### src/rtl/rac_pkg.sv
// ----------------------------------------------------------------------------
// rac_pkg
// Shared types and constants of the row address cache: operation codes,
// sequencer states and the fixed widths of the item fields.
// ----------------------------------------------------------------------------
package rac_pkg;

	localparam int OP_W          = 2;
	localparam int ROW_ADDRESS_W = 18;

	typedef enum logic [OP_W-1:0] {
		OP_LOOKUP     = 2'd0,
		OP_INSERT     = 2'd1,
		OP_INVALIDATE = 2'd2
	} op_t;

	typedef enum logic [3:0] {
		ST_CLEAR,
		ST_IDLE,
		ST_MOD,
		ST_BASE,
		ST_SCAN,
		ST_DECIDE,
		ST_UPDATE,
		ST_INVAL,
		ST_DONE
	} state_t;

endpackage

### src/rtl/rac_req_if.sv
// ----------------------------------------------------------------------------
// rac_req_if
// Request channel of the row address cache: one operation per item.
// ----------------------------------------------------------------------------
interface rac_req_if import rac_pkg::*; ();

	logic                     valid;
	logic                     ready;
	logic [OP_W-1:0]          operation;
	logic [ROW_ADDRESS_W-1:0] row_address;

	modport source (output valid, operation, row_address, input ready);
	modport sink   (input valid, operation, row_address, output ready);

endinterface

### src/rtl/rac_rsp_if.sv
// ----------------------------------------------------------------------------
// rac_rsp_if
// Response channel of the row address cache: one result item per request.
// ----------------------------------------------------------------------------
interface rac_rsp_if import rac_pkg::*; ();

	logic valid;
	logic ready;
	logic hit;
	logic inserted;
	logic evicted;

	modport source (output valid, hit, inserted, evicted, input ready);
	modport sink   (input valid, hit, inserted, evicted, output ready);

endinterface

### src/rtl/row_address_cache_lru_top.sv
// ----------------------------------------------------------------------------
// row_address_cache_lru_top
// Set-associative cache of DRAM row addresses with age-based LRU replacement.
// ----------------------------------------------------------------------------
// Each request item is one lookup, insert or invalidate and gives exactly one
// response item. Tags, ages and valid bits live in single-port-read memories
// of SETS*WAYS entries; a small sequencer walks the ways of a set one entry
// per cycle through a single tag and age compare. A lookup hit makes a second
// pass over the ways that writes the aged values back. When SETS is not a
// power of two the set index for lookups and inserts comes from a reciprocal
// multiply and one correction step.
// After reset a clearing pass over the SETS*WAYS entries resets the valid
// memory before the first request is taken. A finished response waits in
// an output register, so the next request is accepted while it is still
// pending.
// ----------------------------------------------------------------------------
module row_address_cache_lru_top import rac_pkg::*; #(
	parameter int WAYS      = 4,
	parameter int SETS      = 32,
	parameter int ROW_WIDTH = 18
) (
	input  logic       clk,
	input  logic       arst_n,
	rac_req_if.sink    req,
	rac_rsp_if.source  rsp
);

	localparam int ENTRIES = SETS * WAYS;
	localparam int ENTRY_W = (ENTRIES > 1) ? $clog2(ENTRIES) : 1;
	localparam int WAY_W   = $clog2(WAYS + 1);
	localparam int WIDX_W  = (WAYS > 1) ? $clog2(WAYS) : 1;
	localparam int AGE_W   = (WAYS > 1) ? $clog2(WAYS) : 1;
	localparam int SET_W   = (SETS > 1) ? $clog2(SETS) : 1;
	localparam bit IS_POW2 = ((SETS & (SETS - 1)) == 0);

	localparam logic [AGE_W-1:0]     AGE_MAX    = AGE_W'(WAYS - 1);
	localparam logic [ENTRY_W-1:0]   ENTRY_LAST = ENTRY_W'(ENTRIES - 1);
	localparam logic [WAY_W-1:0]     WAY_END    = WAY_W'(WAYS);
	localparam logic [ROW_WIDTH-1:0] RECIP      = ROW_WIDTH'((64'd1 << ROW_WIDTH) / 64'(SETS));

	// entry memories
	logic [ROW_WIDTH-1:0] tag_mem [ENTRIES];
	logic [AGE_W-1:0]     age_mem [ENTRIES];
	logic                 vld_mem [ENTRIES];

	state_t state_q, state_d;

	logic [OP_W-1:0]        op_q;
	logic [ROW_WIDTH-1:0]   row_q;
	logic [1:0]             mod_step_q;
	logic [2*ROW_WIDTH-1:0] prod_q;
	logic [ROW_WIDTH-1:0]   quot_scaled;
	logic [ROW_WIDTH-1:0]   rem_est_q;
	logic [SET_W-1:0]       rem_q;
	logic [SET_W-1:0]       rem_next;
	logic [SET_W-1:0]       set_idx;
	logic [ENTRY_W-1:0]     base_q;
	logic [ENTRY_W-1:0]     clr_cnt_q;
	logic [ENTRY_W-1:0]     ptr_q;
	logic [WAY_W-1:0]       way_cnt_q;
	logic [WIDX_W-1:0]      way_idx;

	logic                 pend_s1;
	logic [WIDX_W-1:0]    way_s1;
	logic [ROW_WIDTH-1:0] rd_tag_s1;
	logic [AGE_W-1:0]     rd_age_s1;
	logic                 rd_vld_s1;

	logic                 way_valid_q [WAYS];
	logic [AGE_W-1:0]     way_age_q   [WAYS];
	logic                 hit_found_q;
	logic [WIDX_W-1:0]    hit_way_q;
	logic                 inv_found_q;
	logic [WIDX_W-1:0]    inv_way_q;
	logic [WIDX_W-1:0]    min_way_q;
	logic [AGE_W-1:0]     min_age_q;
	logic [WIDX_W-1:0]    victim;

	logic                 rsp_valid_q;
	logic                 hit_q;
	logic                 inserted_q;
	logic                 evicted_q;

	logic                 rd_en;
	logic [ENTRY_W-1:0]   rd_addr;
	logic [ENTRY_W-1:0]   wr_addr;
	logic                 tag_we;
	logic                 age_we;
	logic                 vld_we;
	logic                 vld_wd;
	logic [AGE_W-1:0]     age_wd;
	logic [AGE_W-1:0]     cur_age;
	logic                 rsp_load;
	logic                 res_hit;
	logic                 res_inserted;
	logic                 res_evicted;

	assign way_idx     = way_cnt_q[WIDX_W-1:0];
	assign cur_age     = way_age_q[way_idx];
	assign victim      = inv_found_q ? inv_way_q : min_way_q;
	// quotient estimate is exact or one short, so one subtract corrects it
	assign quot_scaled = prod_q[2*ROW_WIDTH-1:ROW_WIDTH] * ROW_WIDTH'(SETS);
	assign rem_next    = (32'(rem_est_q) >= 32'(SETS)) ? SET_W'(rem_est_q - ROW_WIDTH'(SETS))
	                                                  : SET_W'(rem_est_q);
	assign set_idx     = IS_POW2 ? SET_W'(row_q & ROW_WIDTH'(SETS - 1)) : rem_q;

	assign res_hit      = (op_t'(op_q) == OP_LOOKUP) && hit_found_q;
	assign res_inserted = (op_t'(op_q) == OP_INSERT) && !hit_found_q;
	assign res_evicted  = res_inserted && !inv_found_q;

	always_ff @(posedge clk or negedge arst_n) begin
		if (!arst_n) begin
			state_q <= ST_CLEAR;
		end else begin
			state_q <= state_d;
		end
	end

	always_comb begin
		state_d   = state_q;
		req.ready = 1'b0;
		rd_en     = 1'b0;
		rd_addr   = base_q + ENTRY_W'(way_idx);
		wr_addr   = base_q + ENTRY_W'(way_idx);
		tag_we    = 1'b0;
		age_we    = 1'b0;
		vld_we    = 1'b0;
		vld_wd    = 1'b0;
		age_wd    = AGE_MAX;
		rsp_load  = 1'b0;
		unique case (state_q)
			ST_CLEAR: begin
				vld_we  = 1'b1;
				wr_addr = clr_cnt_q;
				if (clr_cnt_q == ENTRY_LAST) begin
					state_d = ST_IDLE;
				end
			end
			ST_IDLE: begin
				req.ready = 1'b1;
				if (req.valid) begin
					case (op_t'(req.operation)) inside
						OP_LOOKUP, OP_INSERT: state_d = IS_POW2 ? ST_BASE : ST_MOD;
						OP_INVALIDATE:        state_d = ST_INVAL;
						default:              state_d = ST_DONE;
					endcase
				end
			end
			ST_MOD: begin
				if (mod_step_q == 2'd2) begin
					state_d = ST_BASE;
				end
			end
			ST_BASE: begin
				state_d = ST_SCAN;
			end
			ST_SCAN: begin
				if (way_cnt_q < WAY_END) begin
					rd_en = 1'b1;
				end else begin
					state_d = ST_DECIDE;
				end
			end
			ST_DECIDE: begin
				state_d = ST_DONE;
				if (res_hit) begin
					state_d = ST_UPDATE;
				end
				if (res_inserted) begin
					wr_addr = base_q + ENTRY_W'(victim);
					tag_we  = 1'b1;
					age_we  = 1'b1;
					vld_we  = 1'b1;
					vld_wd  = 1'b1;
				end
			end
			ST_UPDATE: begin
				if (way_cnt_q < WAY_END) begin
					age_we = way_valid_q[way_idx];
					if (way_idx == hit_way_q) begin
						age_wd = AGE_MAX;
					end else if (cur_age != '0) begin
						age_wd = cur_age - AGE_W'(1);
					end else begin
						age_wd = cur_age;
					end
				end else begin
					state_d = ST_DONE;
				end
			end
			ST_INVAL: begin
				vld_we  = 1'b1;
				wr_addr = ptr_q;
				state_d = ST_DONE;
			end
			ST_DONE: begin
				if (!rsp_valid_q || rsp.ready) begin
					rsp_load = 1'b1;
					state_d  = ST_IDLE;
				end
			end
			default: state_d = ST_IDLE;
		endcase
	end

	// memories
	always_ff @(posedge clk) begin
		if (tag_we) begin
			tag_mem[wr_addr] <= row_q;
		end
		if (age_we) begin
			age_mem[wr_addr] <= age_wd;
		end
		if (vld_we) begin
			vld_mem[wr_addr] <= vld_wd;
		end
		if (rd_en) begin
			rd_tag_s1 <= tag_mem[rd_addr];
			rd_age_s1 <= age_mem[rd_addr];
			rd_vld_s1 <= vld_mem[rd_addr];
		end
	end

	always_ff @(posedge clk or negedge arst_n) begin
		if (!arst_n) begin
			clr_cnt_q   <= '0;
			ptr_q       <= '0;
			way_cnt_q   <= '0;
			pend_s1     <= 1'b0;
			hit_found_q <= 1'b0;
			inv_found_q <= 1'b0;
			rsp_valid_q <= 1'b0;
		end else begin
			pend_s1 <= rd_en;
			if (state_q == ST_CLEAR) begin
				clr_cnt_q <= clr_cnt_q + ENTRY_W'(1);
			end
			if (state_q == ST_INVAL) begin
				ptr_q <= (ptr_q == ENTRY_LAST) ? '0 : ptr_q + ENTRY_W'(1);
			end
			if (state_q == ST_BASE || state_q == ST_DECIDE) begin
				way_cnt_q <= '0;
			end else if ((state_q == ST_SCAN || state_q == ST_UPDATE) && way_cnt_q < WAY_END) begin
				way_cnt_q <= way_cnt_q + WAY_W'(1);
			end
			if (state_q == ST_BASE) begin
				hit_found_q <= 1'b0;
				inv_found_q <= 1'b0;
			end else if (pend_s1) begin
				if (rd_vld_s1 && rd_tag_s1 == row_q && !hit_found_q) begin
					hit_found_q <= 1'b1;
				end
				if (!rd_vld_s1 && !inv_found_q) begin
					inv_found_q <= 1'b1;
				end
			end
			if (rsp_load) begin
				rsp_valid_q <= 1'b1;
			end else if (rsp.ready) begin
				rsp_valid_q <= 1'b0;
			end
		end
	end

	// payload registers
	always_ff @(posedge clk) begin
		if (state_q == ST_IDLE && req.valid) begin
			op_q       <= req.operation;
			row_q      <= ROW_WIDTH'(req.row_address);
			mod_step_q <= '0;
		end
		// set index: multiply, scale and subtract, correct
		if (state_q == ST_MOD) begin
			mod_step_q <= mod_step_q + 2'd1;
			prod_q     <= {{ROW_WIDTH{1'b0}}, row_q} * {{ROW_WIDTH{1'b0}}, RECIP};
			rem_est_q  <= row_q - quot_scaled;
			rem_q      <= rem_next;
		end
		if (state_q == ST_BASE) begin
			base_q <= ENTRY_W'(32'(set_idx) * WAYS);
		end
		if (pend_s1) begin
			way_valid_q[way_s1] <= rd_vld_s1;
			way_age_q[way_s1]   <= rd_age_s1;
			if (rd_vld_s1 && rd_tag_s1 == row_q && !hit_found_q) begin
				hit_way_q <= way_s1;
			end
			if (!rd_vld_s1 && !inv_found_q) begin
				inv_way_q <= way_s1;
			end
			if (way_s1 == '0 || rd_age_s1 < min_age_q) begin
				min_way_q <= way_s1;
				min_age_q <= rd_age_s1;
			end
		end
		if (rd_en) begin
			way_s1 <= way_idx;
		end
		if (rsp_load) begin
			hit_q      <= res_hit;
			inserted_q <= res_inserted;
			evicted_q  <= res_evicted;
		end
	end

	assign rsp.valid    = rsp_valid_q;
	assign rsp.hit      = hit_q;
	assign rsp.inserted = inserted_q;
	assign rsp.evicted  = evicted_q;

	// checks
	a_evict_needs_insert: assert property (@(posedge clk) disable iff (!arst_n)
		(rsp.valid && rsp.evicted) |-> rsp.inserted)
		else $error("evicted without inserted");

	a_hit_excl_insert: assert property (@(posedge clk) disable iff (!arst_n)
		rsp.valid |-> !(rsp.hit && rsp.inserted))
		else $error("hit and inserted in one item");

	a_busy_after_accept: assert property (@(posedge clk) disable iff (!arst_n)
		(req.valid && req.ready) |=> !req.ready)
		else $error("ready right after accept");

	a_ptr_step: assert property (@(posedge clk) disable iff (!arst_n)
		(state_q == ST_INVAL) |=>
		((ptr_q == ENTRY_W'($past(ptr_q) + ENTRY_W'(1))) || (ptr_q == '0)))
		else $error("invalidate pointer did not advance");

endmodule
### src/flat_wrapper.sv
// flat-port wrapper written by rule: the top's interface ports become plain ports
module row_address_cache_lru_top_flat import rac_pkg::*;
#(
	parameter int WAYS      = 4,
	parameter int SETS      = 32,
	parameter int ROW_WIDTH = 18
)
  (clk, arst_n, req_valid, req_operation, req_row_address, req_ready, rsp_valid, rsp_hit, rsp_inserted, rsp_evicted, rsp_ready);
  rac_req_if req_i ();
  rac_rsp_if rsp_i ();
  input  logic clk;
  input  logic arst_n;
  input wire logic [$bits(req_i.valid)-1:0] req_valid;
  input wire logic [$bits(req_i.operation)-1:0] req_operation;
  input wire logic [$bits(req_i.row_address)-1:0] req_row_address;
  output wire logic [$bits(req_i.ready)-1:0] req_ready;
  output wire logic [$bits(rsp_i.valid)-1:0] rsp_valid;
  output wire logic [$bits(rsp_i.hit)-1:0] rsp_hit;
  output wire logic [$bits(rsp_i.inserted)-1:0] rsp_inserted;
  output wire logic [$bits(rsp_i.evicted)-1:0] rsp_evicted;
  input wire logic [$bits(rsp_i.ready)-1:0] rsp_ready;
  assign req_i.valid = req_valid;
  assign req_i.operation = req_operation;
  assign req_i.row_address = req_row_address;
  assign req_ready = req_i.ready;
  assign rsp_valid = rsp_i.valid;
  assign rsp_hit = rsp_i.hit;
  assign rsp_inserted = rsp_i.inserted;
  assign rsp_evicted = rsp_i.evicted;
  assign rsp_i.ready = rsp_ready;
  row_address_cache_lru_top #(.WAYS(WAYS), .SETS(SETS), .ROW_WIDTH(ROW_WIDTH)) u_core (.clk(clk), .arst_n(arst_n), .req(req_i), .rsp(rsp_i));
endmodule
### config.mk
export PLATFORM = sky130hd
export DESIGN_NAME = row_address_cache_lru_top_flat
export DESIGN_NICKNAME = d
export VERILOG_FILES = /design/src/rtl/rac_pkg.sv /design/src/rtl/rac_req_if.sv /design/src/rtl/rac_rsp_if.sv /design/src/rtl/row_address_cache_lru_top.sv /design/src/flat_wrapper.sv
export SDC_FILE = /design/constraint.sdc
export NUM_CORES = 2
export LEC_CHECK = 0
export BUFFER_PORTS_ARGS = -buffer_cell sky130_fd_sc_hd__buf_2
export CORE_UTILIZATION = 50
export CTS_CLUSTER_SIZE = 8
export DETAILED_ROUTE_END_ITERATION = 10
export PLACE_DENSITY_LB_ADDON = 0.3
export SYNTH_ARGS = -nofsm -noshare
export SYNTH_HDL_FRONTEND = slang
export SYNTH_SLANG_ARGS = --single-unit
### constraint.sdc
create_clock -name clk -period 21.8 [get_ports clk]
set_clock_uncertainty 0.15 [all_clocks]
set_input_delay 2.18 -clock clk [delete_from_list [all_inputs] [get_ports clk]]
set_output_delay 2.18 -clock clk [all_outputs]
set_load 0.05 [all_outputs]
==> impl_metrics.env <==
export IMPL_fmax_ghz=0.145
export IMPL_setup_viol=0
export IMPL_core_area_um2=215000
export IMPL_antenna_found_initial=24
export IMPL_p_sw_w=0.00388
export IMPL_power_frac_clock_pct=36.3
export IMPL_fp_row_count=170
export IMPL_final_area_um2=123000
export IMPL_synth_seq_cells=2786
export IMPL_crit_end="u_core.rd_tag_s1[7]"
export IMPL_cp_end_kind="register"
export IMPL_synth_area_um2=108000
export IMPL_drt_iter0_markers=6658
export IMPL_netSwitchingFraction_pct=26.8
export IMPL_ys_seq_area_share_pct=77.2
export IMPL_clk_pin_slew_worst_paths_ps=50
export IMPL_grt_max_degree=160
export IMPL_worstMarginPinSlew_ps=1340
export IMPL_hp_start="u_core.ptr_q[6]"
export IMPL_area_growth_pct=13.8
export IMPL_crit_type="reg -> reg"
export IMPL_internal_power_w=0.0106
export IMPL_via_count=51000
export IMPL_worstReg2RegStart="u_core.base_q[2]"
export IMPL_cp_max_fo=159
export IMPL_layout_worst_path_cycle_share_pct=31.5
export IMPL_vias_per_cell=6.52
export IMPL_grt_pass1_wl_mm=380
export IMPL_die_area_um2=218000
export IMPL_post_cts_buffers=0
export IMPL_synthDistinctLibCells=56
export IMPL_cts_made_buffers=398
export IMPL_synth_nets=4661
export IMPL_synth_edff_count=2761
export IMPL_min_path_type="reg -> reg"
export IMPL_hpwl_mm=145
export IMPL_die_y_um=467
export IMPL_drc_errors=0
export IMPL_ys_warn_count=0
export IMPL_seqPwrFrac_pct=42.8
export IMPL_fill_cells=15100
export IMPL_drv_cap=0
export IMPL_p_leak_nw=37.5
export IMPL_fin_nets=4988
export IMPL_cts_buffer_depth=4
export IMPL_stdcell_count=7834
export IMPL_grt_usage_pct=24.8
export IMPL_postCtsHoldBufs=0
export IMPL_place_inst=7397
export IMPL_reg2reg_to="u_core.rd_tag_s1[7]"
export IMPL_cts_tree="done"
export IMPL_ys_async_sr_fraction_pct=0.897
export IMPL_post_cts_resized=0
export IMPL_start_util_pct=50.4
export IMPL_synth_top_flop_cell="edfxtp_1"
export IMPL_cts_sinks=2786
export IMPL_first_global_vias=52200
export IMPL_ff2ff_path_depth=9
export IMPL_ff2ff_setup_slack_ps=14920
export IMPL_slew_headroom_pct=10.6
export IMPL_drive_above_1_share_pct=33.9
export IMPL_hold_violations=0
export IMPL_clk_latency_ps=980
export IMPL_die_w_um=467
export IMPL_cp_data_required_time_ps=22340
export IMPL_avgSynthCellArea_um2=23.4
export IMPL_grt_ovfl_total=0
export IMPL_ir_drop_mv=0.0973
export IMPL_place_congestion=0.821
export IMPL_cts_max_level=5
export IMPL_start_kind="register"
export IMPL_postRouteAntennaNets=0
export IMPL_tns_ps=0
export IMPL_rsz0062_at_grt="no"
export IMPL_powerDensity_nw_per_um2=117
export IMPL_drt_total_wl_mm=267
export IMPL_startpoint="u_core.base_q[2]"
export IMPL_dpl_instance_area_um2=113000
export IMPL_power_w=0.0145
export IMPL_synth_cells=4632
export IMPL_slew_viol_final=0
export IMPL_cp_arrival_ps=7410
export IMPL_period_needed_ps=6880
export IMPL_dr_pass1_iters=5
export IMPL_status="finished, final reports clean"
export IMPL_wl_per_cell_um=34.1
export IMPL_power_frac_comb_pct=20.9
export IMPL_cts_root_buf="clkbuf_16"
export IMPL_num_io_pins=29
export IMPL_portBuffers=28
[cells in the mapped netlist (3+ instances only)]
cell	n	area, µm²
a21o_1	7	52.6
a21oi_1	17	85.1
a31oi_1	3	18.8
and3_1	4	25.0
buf_1	26	97.6
buf_2	67	335
buf_4	9	67.6
clkbuf_1	188	706
dfrtp_1	25	626
edfxtp_1	2761	82900
ha_1	5	62.6
inv_1	14	52.6
mux2_2	24	270
mux4_2	885	19900
nand2_1	22	82.6
nand2b_1	3	18.8
nand3_1	31	155
nand4_1	40	250
nor2_1	340	1280
nor2b_1	3	18.8
nor3_1	41	205
nor4_1	27	169
o21ai_0	7	35.0
o22ai_1	3	18.8
or2_2	5	31.3
or4b_2	7	70.1
xnor2_1	18	158
xor2_1	15	131
[cell type report]
class / count / area, µm² / share of cell area, %
tap: 2838 / 3550 / 2.89
antenna: 8 / 20.0 / 0.0163
timing repair buffer: 218 / 1650 / 1.34
clock buffer: 415 / 10100 / 8.18
inverter: 14 / 52.6 / 0.0427
sequential: 2786 / 83500 / 67.9
clock inverter: 14 / 136 / 0.111
multi-input combinational: 1541 / 24000 / 19.5
[cell families after synthesis]
group,Yosys count,share of synthesized area [%]
AO/OA/AOI/OAI,56,0.352
AND/OR/NAND/NOR,536,2.23
flip-flops,2786,77.2
multiplexers,911,18.7
XOR/XNOR,33,0.267
adder cells (fa/ha/maj),5,0.0578
buffers and inverters,305,1.17
[cell usage in the layout, fill, tap and decap left out, drive strengths merged, types with 18 or more instances in the layout]
cell	Yosys	layout
nor4	27	27
clkbuf	188	415
mux4	885	885
edfxtp	2761	2761
xnor2	18	18
buf	103	218
mux2	24	24
dfrtp	25	25
nor3	41	41
nand4	40	40
nand2	22	22
nor2	340	340
nand3	31	31
inv	14	23
[registers in the layout, summed over array words and instances (netlist names), 2 cells and up]
name	cells
u_core.tag_mem	2304
u_core.age_mem	256
u_core.vld_mem	128
u_core.rd_tag_s1	18
u_core.row_q	18
u_core.way_age_q	8
u_core.clr_cnt_q	7
u_core.ptr_q	7
u_core.base_q	5
u_core.state_q	4
u_core.way_valid_q	4
u_core.way_cnt_q	3
u_core.hit_way_q	2
u_core.inv_way_q	2
u_core.min_age_q	2
u_core.min_way_q	2
u_core.mod_step_q	2
u_core.op_q	2
u_core.rd_age_s1	2
u_core.way_s1	2
[layer usage]
layer / global-route usage, % / up-vias / part of all wire (%)
met2: 39.0 / 2785 / 48
met5: 0 / - / 0.016
li1: - / 20200 / -
met3: 6.73 / 480 / 11
met1: 33.7 / 27500 / 38
met4: 8.77 / 8 / 3.3
[stage by stage]
step	worst slack, ps	hold WS [ps]	utilization, %
detailed placement	14910	352	52.5
global placement	14900	333	52.5
finish	14920	364	57.3
CTS	14880	359	57.3
global route	14780	382	57.3
floorplan	13920	299	-
[power groups by stage]
stage | Combinational [W] | Sequential (W) | Clock (W)
finish | 0.00302 | 0.00619 | 0.00525
global route | 0.00317 | 0.00619 | 0.00552
CTS | 0.00303 | 0.00619 | 0.00531
detailed placement | 0.00302 | 0.00629 | 0
global placement | 0.00299 | 0.00629 | 0
floorplan | 0.00193 | 0.00638 | 0
[how the worst min path moves through the flow]
stage                          end  cells after the start
2_1_floorplan     u_core.way_s1[1]                      0
3_3_place_gp   u_core.clr_cnt_q[6]                      1
3_5_place_dp   u_core.clr_cnt_q[6]                      1
4_1_cts        u_core.clr_cnt_q[6]                      1
5_1_grt        u_core.clr_cnt_q[3]                      1
6_report           u_core.ptr_q[6]                      1
[worst max-delay path: stages, from the launching register on]
cell and delay [ps]:
edfxtp_1 340, buf_4 660, buf_4 820, buf_4 830
buf_12 540, buf_4 850, mux4_2 430, mux4_2 570
mux4_2 490, mux2_2 280
Power figures use the tool's default switching activity.
